--- config.mk ---
export PLATFORM = sky130hd
export DESIGN_NAME = qte_queue
export DESIGN_NICKNAME = d
export VERILOG_FILES = /design/src/sv/quintic_trajectory_evaluator_top_macros.svh /design/src/sv/qte_pkg.sv /design/src/sv/qte_queue.sv
export SDC_FILE = /design/constraint.sdc
export NUM_CORES = 1
export LEC_CHECK = 0
export BUFFER_PORTS_ARGS = -buffer_cell sky130_fd_sc_hd__buf_4
export CAP_MARGIN = 20
export CORE_ASPECT_RATIO = 1.1
export CORE_UTILIZATION = 52
export CTS_BUF_LIST = sky130_fd_sc_hd__clkbuf_16
export CTS_CLUSTER_DIAMETER = 50
export DETAILED_ROUTE_END_ITERATION = 8
export PLACE_DENSITY_LB_ADDON = 0.08
export REMOVE_ABC_BUFFERS = 1
export SYNTH_ARGS = -nofsm -noshare
export SYNTH_HDL_FRONTEND = slang
export SYNTH_SLANG_ARGS = --single-unit
--- constraint.sdc ---
create_clock -name clk -period 6.69 [get_ports clk]
set_input_delay 1.338 -clock clk [delete_from_list [all_inputs] [get_ports clk]]
set_output_delay 1.338 -clock clk [all_outputs]
set_load 0.02 [all_outputs]
--- src/sv/quintic_trajectory_evaluator_top_macros.svh ---
// Assertion macros for the quintic trajectory evaluator.
`ifndef QUINTIC_TRAJECTORY_EVALUATOR_TOP_MACROS_SVH
`define QUINTIC_TRAJECTORY_EVALUATOR_TOP_MACROS_SVH
`ifndef SYNTHESIS
// Same-cycle implication, sampled on clk, off during reset.
`define QTE_ASSERT_NOW(lbl, ante, cons, msg) \
  lbl: assert property (@(posedge clk) disable iff (!rst_n) (ante) |-> (cons)) \
    else $error(msg);
// Next-cycle implication, sampled on clk, off during reset.
`define QTE_ASSERT_NEXT(lbl, ante, cons, msg) \
  lbl: assert property (@(posedge clk) disable iff (!rst_n) (ante) |=> (cons)) \
    else $error(msg);
`else
`define QTE_ASSERT_NOW(lbl, ante, cons, msg)
`define QTE_ASSERT_NEXT(lbl, ante, cons, msg)
`endif
`endif

--- src/sv/qte_pkg.sv ---
// Shared types, codes and arithmetic helpers of the quintic trajectory evaluator.
`timescale 1ns / 1ps
package qte_pkg;

  localparam logic [1:0] OP_LOAD_COEF = 2'd0;
  localparam logic [1:0] OP_LOAD_GOAL = 2'd1;
  localparam logic [1:0] OP_EVAL      = 2'd2;

  localparam logic [1:0] REG_START = 2'd0;
  localparam logic [1:0] REG_END   = 2'd1;
  localparam logic [1:0] REG_DOFS  = 2'd2;

  localparam int NUM_COEF = 6;
  localparam int NUM_STEP = 15;
  localparam int ACC_W    = 122;
  localparam int PROD_W   = 118;

  localparam logic [63:0] PW_ONE = 64'h0000_0000_0100_0000;
  localparam logic [95:0] HALF96 = 96'h80_0000;
  localparam logic signed [ACC_W-1:0] ACC_HALF = ACC_W'(24'h80_0000);
  localparam logic signed [ACC_W-25:0] V_MAX = (ACC_W-24)'(48'sh7FFF_FFFF_FFFF);
  localparam logic signed [ACC_W-25:0] V_MIN = (ACC_W-24)'(48'sh8000_0000_0000);

  typedef enum logic [1:0] {
    KIND_COEF,
    KIND_GOAL,
    KIND_EVAL
  } qte_kind_t;

  typedef enum logic [1:0] {
    SEL_POS,
    SEL_VEL,
    SEL_ACC
  } qte_sel_t;

  typedef enum logic [2:0] {
    BK_IDLE,
    BK_POW,
    BK_MAC,
    BK_EMIT,
    BK_GREAD,
    BK_GEMIT
  } qte_state_t;

  typedef struct packed {
    qte_kind_t   kind;
    logic [2:0]  dof;
    logic [2:0]  ci;
    logic [47:0] value;
    logic [31:0] stime;
    logic        past;
    logic        early;
    logic [3:0]  count;
  } qte_cmd_t;

  typedef struct packed {
    logic       full;
    logic       empty;
    logic [1:0] cnt;
  } qte_q_status_t;

  typedef struct packed {
    logic [2:0] k;
    logic [2:0] j;
    qte_sel_t   sel;
    logic [4:0] w;
  } qte_step_t;

  // One product of the multiply-accumulate sequence: coefficient k, power j,
  // target sum and derivative weight.
  function automatic qte_step_t qte_step(input logic [3:0] s);
    qte_step_t r;
    unique case (s)
      4'd0:    r = '{k: 3'd0, j: 3'd0, sel: SEL_POS, w: 5'd1};
      4'd1:    r = '{k: 3'd1, j: 3'd1, sel: SEL_POS, w: 5'd1};
      4'd2:    r = '{k: 3'd2, j: 3'd2, sel: SEL_POS, w: 5'd1};
      4'd3:    r = '{k: 3'd3, j: 3'd3, sel: SEL_POS, w: 5'd1};
      4'd4:    r = '{k: 3'd4, j: 3'd4, sel: SEL_POS, w: 5'd1};
      4'd5:    r = '{k: 3'd5, j: 3'd5, sel: SEL_POS, w: 5'd1};
      4'd6:    r = '{k: 3'd1, j: 3'd0, sel: SEL_VEL, w: 5'd1};
      4'd7:    r = '{k: 3'd2, j: 3'd1, sel: SEL_VEL, w: 5'd2};
      4'd8:    r = '{k: 3'd3, j: 3'd2, sel: SEL_VEL, w: 5'd3};
      4'd9:    r = '{k: 3'd4, j: 3'd3, sel: SEL_VEL, w: 5'd4};
      4'd10:   r = '{k: 3'd5, j: 3'd4, sel: SEL_VEL, w: 5'd5};
      4'd11:   r = '{k: 3'd2, j: 3'd0, sel: SEL_ACC, w: 5'd2};
      4'd12:   r = '{k: 3'd3, j: 3'd1, sel: SEL_ACC, w: 5'd6};
      4'd13:   r = '{k: 3'd4, j: 3'd2, sel: SEL_ACC, w: 5'd12};
      4'd14:   r = '{k: 3'd5, j: 3'd3, sel: SEL_ACC, w: 5'd20};
      default: r = '{k: 3'd0, j: 3'd0, sel: SEL_POS, w: 5'd0};
    endcase
    return r;
  endfunction

  // Round half up from Q.48 to Q.24, then clamp to the signed 48-bit range.
  function automatic logic [47:0] qte_round_sat(input logic signed [ACC_W-1:0] a);
    logic signed [ACC_W-1:0]  r;
    logic signed [ACC_W-25:0] v;
    logic [47:0]              res;
    r = a + ACC_HALF;
    v = r[ACC_W-1:24];
    if (v > V_MAX) begin
      res = V_MAX[47:0];
    end else if (v < V_MIN) begin
      res = V_MIN[47:0];
    end else begin
      res = v[47:0];
    end
    return res;
  endfunction

endpackage

--- src/sv/qte_queue.sv ---
// Two-entry command queue between front end and back end.
`timescale 1ns / 1ps
module qte_queue (
  input  logic                   clk,
  input  logic                   rst_n,
  input  logic                   push,
  input  qte_pkg::qte_cmd_t      push_cmd,
  input  logic                   pop,
  output qte_pkg::qte_cmd_t      head,
  output qte_pkg::qte_q_status_t stat
);
  import qte_pkg::*;

  qte_cmd_t   ent_r [2];
  logic       wr_ptr_r;
  logic       rd_ptr_r;
  logic [1:0] cnt_r;
  logic [1:0] cnt_nxt;

  assign head       = ent_r[rd_ptr_r];
  assign stat.cnt   = cnt_r;
  assign stat.full  = (cnt_r == 2'd2);
  assign stat.empty = (cnt_r == 2'd0);

  always_comb begin
    cnt_nxt = cnt_r;
    if (push && !pop) begin
      cnt_nxt = cnt_r + 2'd1;
    end else if (pop && !push) begin
      cnt_nxt = cnt_r - 2'd1;
    end
  end

  always_ff @(posedge clk) begin
    if (!rst_n) begin
      wr_ptr_r <= 1'b0;
      rd_ptr_r <= 1'b0;
      cnt_r    <= 2'd0;
    end else begin
      cnt_r <= cnt_nxt;
      if (push) begin
        wr_ptr_r <= ~wr_ptr_r;
      end
      if (pop) begin
        rd_ptr_r <= ~rd_ptr_r;
      end
    end
  end

  always_ff @(posedge clk) begin
    if (push) begin
      ent_r[wr_ptr_r] <= push_cmd;
    end
  end

endmodule

==> flow_summary_export.csv <==
group,metric,value,unit
run_status,status,"finished, final reports clean",
cts,cts_buffers,17,
timing,tightest_slew,0.747,ns
route,dr.pass1.iters,4,
cts,postCtsHoldBufs,0,
power,netSwitchingPower,609,uW
grt,antenna_found_initial,0,
timing,rsz0062_at_grt,"false",
die,die_w,113,microns
route,post_drt_wl_per_cell,17.8,microns
cts,postCtsSetupBuffers,0,
timing,slew_headroom,0.502,
power,finalPower,2840,uW
grt,grt_pass1_wl,18100,microns
worst_setup_path,crit_top_cell,"buf_4",
timing,final.min_clock_period,3.74,ns
worst_setup_path,cp_data_arrival_time,2.40,ns
cts,clock-sinks,193,
die,dieArea,14000,sq um
die,design.core.area,13200,sq um
worst_setup_path,worstPathMaxFanout,49,
placed_design,numPortBuffers,195,
synth,synth-seq-area-share,0.820,
cts,path_clk_slew,0.06,ns
layout,stdcell_count,697,
grt,grt_max_degree,55,
synth,syn_avg_cell_area,22.3,sq um
layout,insertedDiodeCount,0,
timing,drv_slew,0,
grt,grt_pass1_vias,3506,
cts,ctsRootBufferMaster,"clkbuf_16",
placed_design,place_inst,664,
die,rows,44,
timing,max_freq,267,MHz
placed_design,place_ws,3.28,ns
grt,gr-usage-all-layers,0.180,
route,first_iter_violations,150,
timing,setup_violations,0,
power,power_frac_comb,0.126,
timing,layout_setup_ws,2.95,ns
timing,finalClockSkew,0.00553,ns
synth,synth_cell_type_count,17,
layout,fin_nets,622,
synth,netlist_area,7010,sq um
route,routed_wl,12400,microns
route,drcViolationCount,0,
synth,ys_warn_count,0,
layout,stdcell_area,9270,sq um
hold_path,min_path_type,"reg -> reg",
worst_setup_path,worstPathRequired,5.35,ns
worst_setup_path,cp-end-kind,"primary output",
cts,insertion_delay,0.42,ns
synth,ys_ff_latch,193,
layout,area_growth,32.3,%
job,cap_viol_max_count,0,
power,pwr-share-clk,0.373,
worst_setup_path,critPathKind,"reg -> out",
die,io_pins,196,
power,irDropWorstVdd,0.193,mV
power,seq_power_share,0.501,
placed_design,globalplace.congestion,0.700,
worst_setup_path,cp_slowest_stage_delay,0.74,ns
placed_design,dp.final_hpwl,7930,microns
route,drtAntennaViolNets,0,
worst_setup_path,crit_chain,"buf_4, mux2_2, buf_4",
grt,grt_overflow_total,0,
timing,hold_violations,0,
power,p_per_area,306,nW/um^2
power,p_sw_frac,0.215,
timing,min_period_over_period,0.559,
route,vias,3492,
layout,n_fill_cell,868,
timing,finalSetupTns,0,ns
worst_setup_path,cp_slowest_cell,"dfxtp_4",
die,initial_core_util,0.533,
cts,cts_max_level,4,
cts,cts_tree,"built",
synth,synth_cells,314,
power,internal-power,2230,uW
cts,post_cts_resized,0,
power,p_leak,0.00349,uW
cts,cts_buffer_depth,2,
worst_setup_path,cp-start-kind,"flip-flop",
placed_design,placed_area,8630,sq um
die,die_h,124,microns
layout,drive_above_1_share,0.603,
route,viasPerCell,5.01,
==> metrics by stage <==
stage          hold slack [ns]  utilization
2_1_floorplan            0.555            -
3_3_place_gp             0.493        0.656
3_5_place_dp             0.508        0.656
4_1_cts                  0.518        0.703
5_1_grt                  0.579        0.705
6_report                 0.525        0.705
==> path summary, 6_finish.rpt <==
path              slack, ns      start           end  cells after the start
setup reg to reg       4.64   wr_ptr_r  ent_r[1][31]                      2
setup / recovery       2.95  flip-flop      head[65]                      3
hold / removal         0.53   cnt_r[1]      cnt_r[1]                      2
hold reg to reg        0.53   cnt_r[1]      cnt_r[1]                      2
==> cell type report <==
type,instances,area (sq um),share of cell area
clock buffer,17,425,0.0459
tap,161,201,0.0217
timing repair buffer,200,1510,0.163
multi-input combinational,110,1180,0.127
clock inverter,15,198,0.0213
inverter,1,3.75,0.000405
sequential,193,5750,0.620
==> logic make-up after synthesis <==
logic type	Yosys count	synth area share
flops	193	0.820
mux	94	0.151
buf+inv	11	0.0134
simple gates	9	0.00767
compound gates	3	0.00286
xor+xnor	3	0.00375
fa+ha+maj	1	0.00178
==> power by group through the flow <==
stage / sequential (uW) / combinational (uW) / clock, uW
floorplan: 1460 / 185 / 0
global placement: 1450 / 354 / 0
detailed placement: 1450 / 358 / 0
CTS: 1420 / 359 / 1070
global route: 1430 / 379 / 1120
finish: 1420 / 357 / 1060
==> worst max-delay path: cells and delay by family, from the launching register on <==
kind,cells,cell delay (ns)
buf+inv,2,0.80
flops,1,0.74
mux,1,0.41
==> routing by layer <==
metal / GRT usage / up-vias / part of all wire
li1: - / 1660 / -
met1: 0.206 / 1690 / 0.38
met2: 0.305 / 123 / 0.52
met3: 0.0623 / 19 / 0.073
met4: 0.0867 / 0 / 0.019
met5: 0 / - / 0
==> cells in the final DEF, fill, tap and decap left out, drive strengths merged, types with 2 or more instances in the layout <==
cell / netlist / routed
clkinv: 0 / 7
edfxtp: 188 / 188
inv: 1 / 2
mux2: 94 / 94
buf: 10 / 200
clkbuf: 0 / 17
xor2: 2 / 2
nor2b: 3 / 3
dfxtp: 5 / 5
bufinv: 0 / 5
and2: 4 / 4
clkinvlp: 0 / 2
==> state kept, by name (all words and copies together) (netlist names), named ones only <==
register,count
cnt_r,2
ent_r,188
wr_ptr_r,1
rd_ptr_r,1
==> synth_stat cells <==
master,n,area (sq um)
a21boi_1,1,7.51
and2_1,4,25.0
buf_2,3,15.0
buf_4,1,7.51
buf_6,6,67.6
dfxtp_1,5,100
edfxtp_1,188,5650
ha_1,1,12.5
inv_1,1,3.75
mux2_2,94,1060
nor2_1,1,3.75
nor2b_1,3,18.8
o21a_1,1,7.51
o21ai_0,1,5.00
or3_1,1,6.26
xnor2_1,1,8.76
xor2_1,2,17.5
Power figures use the tool's default switching activity.
