**src/sv/quintic_trajectory_evaluator_top_macros.svh**
```systemverilog
// Assertion macros for the quintic trajectory evaluator.
`ifndef QUINTIC_TRAJECTORY_EVALUATOR_TOP_MACROS_SVH
`define QUINTIC_TRAJECTORY_EVALUATOR_TOP_MACROS_SVH
`ifndef SYNTHESIS
// Same-cycle implication, sampled on clk, off during reset.
`define QTE_ASSERT_NOW(lbl, ante, cons, msg) \
  lbl: assert property (@(posedge clk) disable iff (!rst_n) (ante) |-> (cons)) \
    else $error(msg);
// Next-cycle implication, sampled on clk, off during reset.
`define QTE_ASSERT_NEXT(lbl, ante, cons, msg) \
  lbl: assert property (@(posedge clk) disable iff (!rst_n) (ante) |=> (cons)) \
    else $error(msg);
`else
`define QTE_ASSERT_NOW(lbl, ante, cons, msg)
`define QTE_ASSERT_NEXT(lbl, ante, cons, msg)
`endif
`endif

```
**src/sv/qte_pkg.sv**
```systemverilog
// Shared types, codes and arithmetic helpers of the quintic trajectory evaluator.
`timescale 1ns / 1ps
package qte_pkg;

  localparam logic [1:0] OP_LOAD_COEF = 2'd0;
  localparam logic [1:0] OP_LOAD_GOAL = 2'd1;
  localparam logic [1:0] OP_EVAL      = 2'd2;

  localparam logic [1:0] REG_START = 2'd0;
  localparam logic [1:0] REG_END   = 2'd1;
  localparam logic [1:0] REG_DOFS  = 2'd2;

  localparam int NUM_COEF = 6;
  localparam int NUM_STEP = 15;
  localparam int ACC_W    = 122;
  localparam int PROD_W   = 118;

  localparam logic [63:0] PW_ONE = 64'h0000_0000_0100_0000;
  localparam logic [95:0] HALF96 = 96'h80_0000;
  localparam logic signed [ACC_W-1:0] ACC_HALF = ACC_W'(24'h80_0000);
  localparam logic signed [ACC_W-25:0] V_MAX = (ACC_W-24)'(48'sh7FFF_FFFF_FFFF);
  localparam logic signed [ACC_W-25:0] V_MIN = (ACC_W-24)'(48'sh8000_0000_0000);

  typedef enum logic [1:0] {
    KIND_COEF,
    KIND_GOAL,
    KIND_EVAL
  } qte_kind_t;

  typedef enum logic [1:0] {
    SEL_POS,
    SEL_VEL,
    SEL_ACC
  } qte_sel_t;

  typedef enum logic [2:0] {
    BK_IDLE,
    BK_POW,
    BK_MAC,
    BK_EMIT,
    BK_GREAD,
    BK_GEMIT
  } qte_state_t;

  typedef struct packed {
    qte_kind_t   kind;
    logic [2:0]  dof;
    logic [2:0]  ci;
    logic [47:0] value;
    logic [31:0] stime;
    logic        past;
    logic        early;
    logic [3:0]  count;
  } qte_cmd_t;

  typedef struct packed {
    logic       full;
    logic       empty;
    logic [1:0] cnt;
  } qte_q_status_t;

  typedef struct packed {
    logic [2:0] k;
    logic [2:0] j;
    qte_sel_t   sel;
    logic [4:0] w;
  } qte_step_t;

  // One product of the multiply-accumulate sequence: coefficient k, power j,
  // target sum and derivative weight.
  function automatic qte_step_t qte_step(input logic [3:0] s);
    qte_step_t r;
    unique case (s)
      4'd0:    r = '{k: 3'd0, j: 3'd0, sel: SEL_POS, w: 5'd1};
      4'd1:    r = '{k: 3'd1, j: 3'd1, sel: SEL_POS, w: 5'd1};
      4'd2:    r = '{k: 3'd2, j: 3'd2, sel: SEL_POS, w: 5'd1};
      4'd3:    r = '{k: 3'd3, j: 3'd3, sel: SEL_POS, w: 5'd1};
      4'd4:    r = '{k: 3'd4, j: 3'd4, sel: SEL_POS, w: 5'd1};
      4'd5:    r = '{k: 3'd5, j: 3'd5, sel: SEL_POS, w: 5'd1};
      4'd6:    r = '{k: 3'd1, j: 3'd0, sel: SEL_VEL, w: 5'd1};
      4'd7:    r = '{k: 3'd2, j: 3'd1, sel: SEL_VEL, w: 5'd2};
      4'd8:    r = '{k: 3'd3, j: 3'd2, sel: SEL_VEL, w: 5'd3};
      4'd9:    r = '{k: 3'd4, j: 3'd3, sel: SEL_VEL, w: 5'd4};
      4'd10:   r = '{k: 3'd5, j: 3'd4, sel: SEL_VEL, w: 5'd5};
      4'd11:   r = '{k: 3'd2, j: 3'd0, sel: SEL_ACC, w: 5'd2};
      4'd12:   r = '{k: 3'd3, j: 3'd1, sel: SEL_ACC, w: 5'd6};
      4'd13:   r = '{k: 3'd4, j: 3'd2, sel: SEL_ACC, w: 5'd12};
      4'd14:   r = '{k: 3'd5, j: 3'd3, sel: SEL_ACC, w: 5'd20};
      default: r = '{k: 3'd0, j: 3'd0, sel: SEL_POS, w: 5'd0};
    endcase
    return r;
  endfunction

  // Round half up from Q.48 to Q.24, then clamp to the signed 48-bit range.
  function automatic logic [47:0] qte_round_sat(input logic signed [ACC_W-1:0] a);
    logic signed [ACC_W-1:0]  r;
    logic signed [ACC_W-25:0] v;
    logic [47:0]              res;
    r = a + ACC_HALF;
    v = r[ACC_W-1:24];
    if (v > V_MAX) begin
      res = V_MAX[47:0];
    end else if (v < V_MIN) begin
      res = V_MIN[47:0];
    end else begin
      res = v[47:0];
    end
    return res;
  endfunction

endpackage

```
**src/sv/qte_front.sv**
```systemverilog
// Front end: decode input items, drop ignored ones, tag evaluate items.
`timescale 1ns / 1ps
module qte_front #(
  parameter int NUM_DOF = 8
) (
  input  logic                  in_valid,
  output logic                  in_ready,
  input  logic [1:0]            opcode,
  input  logic [2:0]            dof_index,
  input  logic [2:0]            coef_index,
  input  logic [47:0]           load_value,
  input  logic [31:0]           sample_time,
  input  logic [31:0]           start_time,
  input  logic [31:0]           end_time,
  input  logic [3:0]            dof_count,
  input  qte_pkg::qte_q_status_t q_stat,
  output logic                  push,
  output qte_pkg::qte_cmd_t     push_cmd
);
  import qte_pkg::*;

  localparam int DOF_USE = (NUM_DOF < 8) ? NUM_DOF : 8;

  logic       keep;
  logic       dof_ok;
  logic [3:0] cnt;

  assign in_ready = !q_stat.full;
  assign dof_ok   = (32'(dof_index) < NUM_DOF);

  always_comb begin
    unique case (opcode)
      OP_LOAD_COEF: keep = dof_ok && (32'(coef_index) < NUM_COEF);
      OP_LOAD_GOAL: keep = dof_ok;
      OP_EVAL:      keep = 1'b1;
      default:      keep = 1'b0;
    endcase
  end

  // Clamp the per-item joint count to one..DOF_USE.
  always_comb begin
    cnt = (dof_count == 4'd0) ? 4'd1 : dof_count;
    if (32'(cnt) > DOF_USE) begin
      cnt = 4'(DOF_USE);
    end
  end

  always_comb begin
    unique case (opcode)
      OP_LOAD_COEF: push_cmd.kind = KIND_COEF;
      OP_LOAD_GOAL: push_cmd.kind = KIND_GOAL;
      default:      push_cmd.kind = KIND_EVAL;
    endcase
    push_cmd.dof    = dof_index;
    push_cmd.ci     = coef_index;
    push_cmd.value  = load_value;
    push_cmd.stime  = sample_time;
    push_cmd.past   = (sample_time > end_time);
    push_cmd.early  = (sample_time < start_time);
    push_cmd.count  = cnt;
  end

  assign push = in_valid && in_ready && keep;

endmodule

```
**config.mk**
```make
export PLATFORM = sky130hd
export DESIGN_NAME = qte_front
export DESIGN_NICKNAME = d
export VERILOG_FILES = /design/src/sv/quintic_trajectory_evaluator_top_macros.svh /design/src/sv/qte_pkg.sv /design/src/sv/qte_front.sv
export SDC_FILE = /design/constraint.sdc
export NUM_CORES = 1
export LEC_CHECK = 0
export BUFFER_PORTS_ARGS = -buffer_cell sky130_fd_sc_hd__buf_2
export CORE_AREA = 2 2 99 101
export DETAILED_ROUTE_END_ITERATION = 7
export DIE_AREA = 0 0 101 103
export PLACE_DENSITY = 0.61
export SYNTH_ARGS = -nofsm -noshare
export SYNTH_HDL_FRONTEND = slang
export SYNTH_SLANG_ARGS = --single-unit
```
**constraint.sdc**
```tcl
create_clock -name vclk -period 2.4
set_input_delay 0.48 -clock vclk [all_inputs]
set_output_delay 0.48 -clock vclk [all_outputs]
set_load 0.01 [all_outputs]
```
==> results.md, run 1 <==
- Top library cells by usage in the layout, fill and taps aside: 144 x sky130_fd_sc_hd__buf_2, 61 x sky130_fd_sc_hd__inv_1, 49 x sky130_fd_sc_hd__ha_1, 35 x sky130_fd_sc_hd__buf_4, 18 x sky130_fd_sc_hd__ha_4
- DIE HEIGHT: 103 microns
- Clock buffer count: 0
- Area overhead of the layout relative to synthesis: 36.5%
- Total via count after detailed routing: 2,319
- Number of instances in the synthesized netlist: 324
- Pre-CTS setup slack: -0.188 ns
- Top-level port count: 257
- Critical path data required time: ~1.9 ns
- Largest net degree at the start of global routing: 5
- Worst slew pin tran: approximately 0.29 ns
- Register cell area after layout: 0 sq um
- Final Hold Fails: 0
- Synthesized area per cell: 7.25 sq um
- Data arrival time at the worst-slack endpoint: 1.95 ns
- Library cell with the largest summed area after synthesis: sky130_fd_sc_hd__ha_1
- Peak clock frequency supported by timing: 412 MHz
- Final estimated routing congestion in global placement: between 0.8 and 0.9
- Number of hold buffers added after cts: 0
- Iter 0 DRT Violations: 17
- Critical path buffers and inverters: 3
- Share of synthesized area occupied by flip-flops and latches: 0
- Layout cells sized above 1: 0.550
- Netlist area before placement: 2350 sq um
- Non-filler cells, final: about 530
- Site row count: 36
- Worst vdd ir: 59.8 uV
- Top cell family by delay on the critical path: compound AO/OA/AOI/OAI gates
- Worst Path Max Fanout: 3
- Pre-antenna DRT Iters: 4
- Fraction of the mapped netlist area in compound gates: 0.144
- Total routed wirelength: approximately 6.4 mm
- HP Class: primary input to output pin
- Type of the worst setup path: primary input to output pin
- Cells along the critical path: buf_4 > ha_4 > nand4_1 > buf_4 > a2111oi_4 > o31ai_1 > a22oi_1 > buf_2
- Cell types with the largest area share after synthesis: sky130_fd_sc_hd__ha_1 36%, sky130_fd_sc_hd__buf_4 27%, sky130_fd_sc_hd__inv_1 11%, sky130_fd_sc_hd__a21oi_1 5.3%, sky130_fd_sc_hd__nand4_1 2.7%
- Utilization after layout: 0.339
- Number of global-route vias before repair: 2,158
- Power density relative to cell area: 174 nW/um^2
- Setup violations, final: 2
- Final worst slack: -0.0297 ns
- Initial core utilization: 0.248
- Cell area after placement: 2800 sq um
- Routed length per instance: between 10 and 15 microns
- Port-buffer cells: 150
- Cell with the largest stage delay on the worst path: sky130_fd_sc_hd__a2111oi_4
- HPWL after detailed placement: 5.46 mm
- Die outline width: about 100 microns
- Number of inserted diodes: 0
- Cell variety after synth: 32
- Overall Global Routing Usage: 0.106
- Number of slew-limit violations in the final report: 0
- Main combinational cell family by area after synthesis: buffers and inverters
- Failing checks: setup timing
- Synth Net Count: between 500 and 600
- Floorplan die area: 10,400 sq um
- Warnings from Yosys: 0
- Startpoint kind of the worst setup timing path: primary input
- RSZ-0062 raised after global routing: true
- Period utilisation layout: 1.01
- Number of maximum-capacitance constraint violations: 0
- Run status: complete, but fails checks
- Synth Area in Simple Gates: 0.117
- Finished Cell Area: 3210 sq um
- Endpoint class of the critical path: output pin
- Antenna violations before repair: 0
- Crit path largest cell delay: 0.30 ns
- Xor and xnor area share after synthesis: 0
- Mux cell area share after synthesis: 0
- Global-route wire length before repair: between 9 and 10 mm
- Number of flip-flops and latches: 0
- Number of nets in the layout: 650
- Antenna-violating nets left: 0
- Worst rel slew slack: 0.806
- Period minus WS final: 2.43 ns
- Core area: 9460 sq um
- Most frequent standard cell in the layout excluding fill and tap cells: sky130_fd_sc_hd__buf_2
- Post-route DRC violation count: 0
- Most repeated library cell on the critical path: sky130_fd_sc_hd__buf_4
- Grt total ovfl: 0
- Count of placed standard cells including taps: 529
- Pleak: 0.00183 uW
- Top cell type's share of synthesized area: 0.357
- Via-per-instance ratio: 4.34
- Post-Synth Adder-Cell Area: 0.357
==> Yosys cell counts, drive strengths merged, types with 2 or more instances <==
cell type   n
buf        86
nand4      10
a21o        2
a221o       4
a2111oi     2
nor4        2
o211ai      2
nand2      16
nand3       6
a21oi      25
inv        66
nor2b       4
nor2        9
and3        2
ha         67
and4        2
o21ai       8
==> stage by stage <==
stage | hold slack [ns] | power [uW] | setup TNS, ns
2_1_floorplan | 1.00 | 359 | 0
3_3_place_gp | 0.960 | 457 | -0.382
3_5_place_dp | 0.960 | 468 | -0.371
4_1_cts | 0.960 | 546 | -0.0392
5_1_grt | 0.960 | 632 | -0.232
6_report | 0.960 | 557 | -0.0299
==> final cells by class <==
| class | instances | area (sq um) |
|---|---|---|
| Fill cell | 1055 | 6250 |
| Tap cell | 114 | 143 |
| Inverter | 66 | 248 |
| Multi-Input combinational cell | 171 | 1780 |
| Timing Repair Buffer | 183 | 1030 |
==> per-layer routing <==
layer | wire length (microns) | share of wire | track usage | vias up
met5 | 0 | 0 | 0 | -
met1 | 2500 | 0.39 | 0.122 | 1030
met4 | 65 | 0.010 | 0.0135 | 0
met3 | 437 | 0.069 | 0.0169 | 12
met2 | 3350 | 0.53 | 0.212 | 83
li1 | - | - | - | 1194
==> report_power, final <==
group / switching (uW) / total [uW] / internal (uW)
sequential: 0 / 0 / 0
clock: 0 / 0 / 0
combinational: 266 / 557 / 291
==> what timing repair did <==
action,in CTS,in global routing
endpoints found under the setup margin,2,2
resized for setup,52,8
gates cloned,0,0
pin swaps,26,3
endpoints found under the hold margin,0,0
buffers inserted,5,0
==> kinds of logic (layout without fill, tap and decap cells) <==
group                    after synthesis  count (layout)
buffers and inverters                153             249
AO/OA/AOI/OAI                         50              50
AND/OR/NAND/NOR                       54              54
adder cells (fa/ha/maj)               67              67
==> worst paths after layout <==
kind  cells past startpoint             from            to  slack, ns
max                       8  sample_time[15]   push_cmd[5]      -0.03
min                       0    load_value[2]  push_cmd[40]       0.96
Note: power is estimated with default switching activity, not from simulation.
==> run 2, diff against run 1 <==
--- a/config.mk
+++ b/config.mk
@@ -13,3 +13,4 @@
 export SYNTH_ARGS = -nofsm -noshare
 export SYNTH_HDL_FRONTEND = slang
 export SYNTH_SLANG_ARGS = --single-unit
+export TNS_END_PERCENT = 50
==> run 2 against run 1 <==
Against the previous run: worst hold slack is the same; global-route usage is the same; maximum frequency is the same; critical path depth is the same; the run still ends with setup timing left; critical path type unchanged; die area is the same; wire length shrank 0.72%; sequential share of layout area is the same; count of clock-buffer cells in the layout is the same.
==> results.md, run 2 (synthesized netlist as in run 1, its figures left out) <==
- HPWL after detailed placement: 5.46 mm (unchanged)
- Period minus WS final: 2.43 ns (unchanged)
- Number of maximum-capacitance constraint violations: 0 (unchanged)
- Type of the worst setup path: primary input to output pin (unchanged)
- Antenna violations before repair: 0 (unchanged)
- Routed length per instance: 11.8 microns (was 11.9 microns)
- RSZ-0062 raised after global routing: true (unchanged)
- Met3 demand-to-capacity share in global routing: 0.0169 (unchanged)
- Run status: complete, but fails checks (unchanged)
- Register cell area after layout: 0 sq um (unchanged)
- Top-level port count: 257 (unchanged)
- Top library cells by usage in the layout, fill and taps aside: 145 x sky130_fd_sc_hd__buf_2, 62 x sky130_fd_sc_hd__inv_1, 50 x sky130_fd_sc_hd__ha_1, 35 x sky130_fd_sc_hd__buf_4 (was 144 x sky130_fd_sc_hd__buf_2, 61 x sky130_fd_sc_hd__inv_1, 49 x sky130_fd_sc_hd__ha_1, 35 x sky130_fd_sc_hd__buf_4, 18 x sky130_fd_sc_hd__ha_4)
- Layout cells sized above 1: 0.533 (was 0.550)
- Largest net degree at the start of global routing: 5 (unchanged)
- Routing usage on met1: 0.122 (unchanged)
- Overall Global Routing Usage: 0.106 (unchanged)
- Setup violations, final: 2 (unchanged)
- Final estimated routing congestion in global placement: 0.821 (unchanged)
- Port-buffer cells: 150 (unchanged)
- Endpoint class of the critical path: output pin (unchanged)
- Final Hold Fails: 0 (unchanged)
- Iter 0 DRT Violations: 22 (was 17)
- Number of flip-flops and latches: 0 (unchanged)
- Fill cells: 1,051 (was 1,055)
- DIE HEIGHT: 103 microns (unchanged)
- Core area: 9460 sq um (unchanged)
- Grt total ovfl: 0 (unchanged)
- Via-per-instance ratio: 4.32 (was 4.34)
- Area overhead of the layout relative to synthesis: 34.8% (was 36.5%)
- Clock buffer count: 0 (unchanged)
- Setup TNS: -0.0307 ns (was -0.0299 ns)
- Pre-antenna DRT Iters: 4 (unchanged)
- Startpoint kind of the worst setup timing path: primary input (unchanged)
- Site row count: 36 (unchanged)
- Cell with the largest stage delay on the worst path: sky130_fd_sc_hd__a2111oi_4 (unchanged)
- Floorplan die area: 10,400 sq um (unchanged)
- Peak clock frequency supported by timing: 412 MHz (unchanged)
- Worst rel slew slack: 0.798 (was 0.806)
- GR met2 Demand/Resource: 0.212 (unchanged)
- Worst Path Max Fanout: 3 (unchanged)
- Post-layout total power: 545 uW (was 557 uW)
- Total routed wirelength: 6.31 mm (was 6.35 mm)
- Hold-critical path depth: 0 (unchanged)
- Count of placed standard cells including taps: 529 (unchanged)
- Antenna-violating nets left: 0 (unchanged)
- HP Class: primary input to output pin (unchanged)
- Pleak: 0.00183 uW (about the same)
- Post-route DRC violation count: 0 (unchanged)
- Number of slew-limit violations in the final report: 0 (unchanged)
- End of the worst hold path: push_cmd[40] (unchanged)
- Power density relative to cell area: 172 nW/um^2 (was 174 nW/um^2)
- Crit path largest cell delay: 0.30 ns (about the same)
- Most congested layer reported by global routing: met2 (unchanged)
- Period utilisation layout: 1.01 (unchanged)
- Critical path data required time: 1.92 ns (about the same)
- Number of inserted diodes: 0 (unchanged)
- Worst vdd ir: 59.9 uV (was 59.8 uV)
- Most frequent standard cell in the layout excluding fill and tap cells: sky130_fd_sc_hd__buf_2 (unchanged)
- Failing checks: setup timing (unchanged)
- Worst slew pin tran: 0.299 ns (was 0.287 ns)
- Total via count after detailed routing: 2,308 (was 2,319)
- Global-route wire length before repair: 9.17 mm (unchanged)
- Cells along the critical path: buf_4 > ha_4 > nand4_1 > buf_4 > a2111oi_4 > o31ai_1 > a22oi_1 > buf_2 (unchanged)
- Number of global-route vias before repair: 2,154 (was 2,158)
- Final worst slack: -0.0297 ns (unchanged)
- Worst hold slack across all endpoints: 0.960 ns (unchanged)
- Non-filler cells, final: 534 (unchanged)
- Initial core utilization: 0.248 (unchanged)
- Die outline width: 101 microns (unchanged)
- Worst hold path startpoint: load_value[2] (unchanged)
- Number of nets in the layout: 650 (unchanged)
- Most repeated library cell on the critical path: sky130_fd_sc_hd__buf_4 (unchanged)
- Data arrival time at the worst-slack endpoint: 1.95 ns (about the same)
- Number of hold buffers added after cts: 0 (unchanged)
-- run 2: cell counts in the layout (fill, tap and decap cells not counted) --
No cell type changed its count.
-- run 2: critical path, delay by kind of cell --
kind	cells	cell delay [ns]
compound gates	3	0.59
fa+ha+maj	1	0.26
simple gates	1	0.14
buf+inv	3	0.47
-- run 2: repair_timing --
| item | CTS | global route |
|---|---|---|
| buffers inserted | 5 | 0 |
| pin swaps | 24 | 2 |
| resized for setup | 51 | 1 |
| setup endpoints to repair | 2 | 2 |
-- run 2: through the flow --
stage | worst slack (ns) | instance area (sq um) | util
6_report | -0.0297 | 3170 | 0.335
5_1_grt | -0.153 | 3170 | 0.335
4_1_cts | -0.0325 | 3160 | 0.334
3_5_place_dp | -0.188 | 2800 | 0.296
3_3_place_gp | -0.198 | 2800 | 0.296
2_1_floorplan | 0.175 | 2350 | -
-- run 2: worst max-delay path by stage --
stage,startpoint,end,slack [ns],depth (start not counted)
6_report,sample_time[15],push_cmd[5],-0.03,8
5_1_grt,end_time[14],push_cmd[5],-0.15,9
4_1_cts,sample_time[5],push_cmd[5],-0.03,9
3_5_place_dp,sample_time[30],push_cmd[5],-0.19,9
3_3_place_gp,sample_time[30],push_cmd[5],-0.20,9
2_1_floorplan,start_time[5],push_cmd[4],0.17,7
-- run 2: where the power goes --
group	internal, uW	switching, uW	leakage [uW]
registers	0	0	0
logic	284	261	0.00183
clock network	0	0	0
total	284	261	0.00183
-- run 2: layout make-up --
type / instances / area (sq um) / share of cell area
well taps: 114 / 143 / 0.0450
multi-input cells: 171 / 1750 / 0.553
repair buffers: 183 / 1030 / 0.324
inverters: 66 / 248 / 0.0782
-- run 2: routing by layer --
metal,share of wire,up-vias
met5,0,-
met4,0.010,0
met3,0.071,12
met2,0.52,85
met1,0.40,1016
li1,-,1195
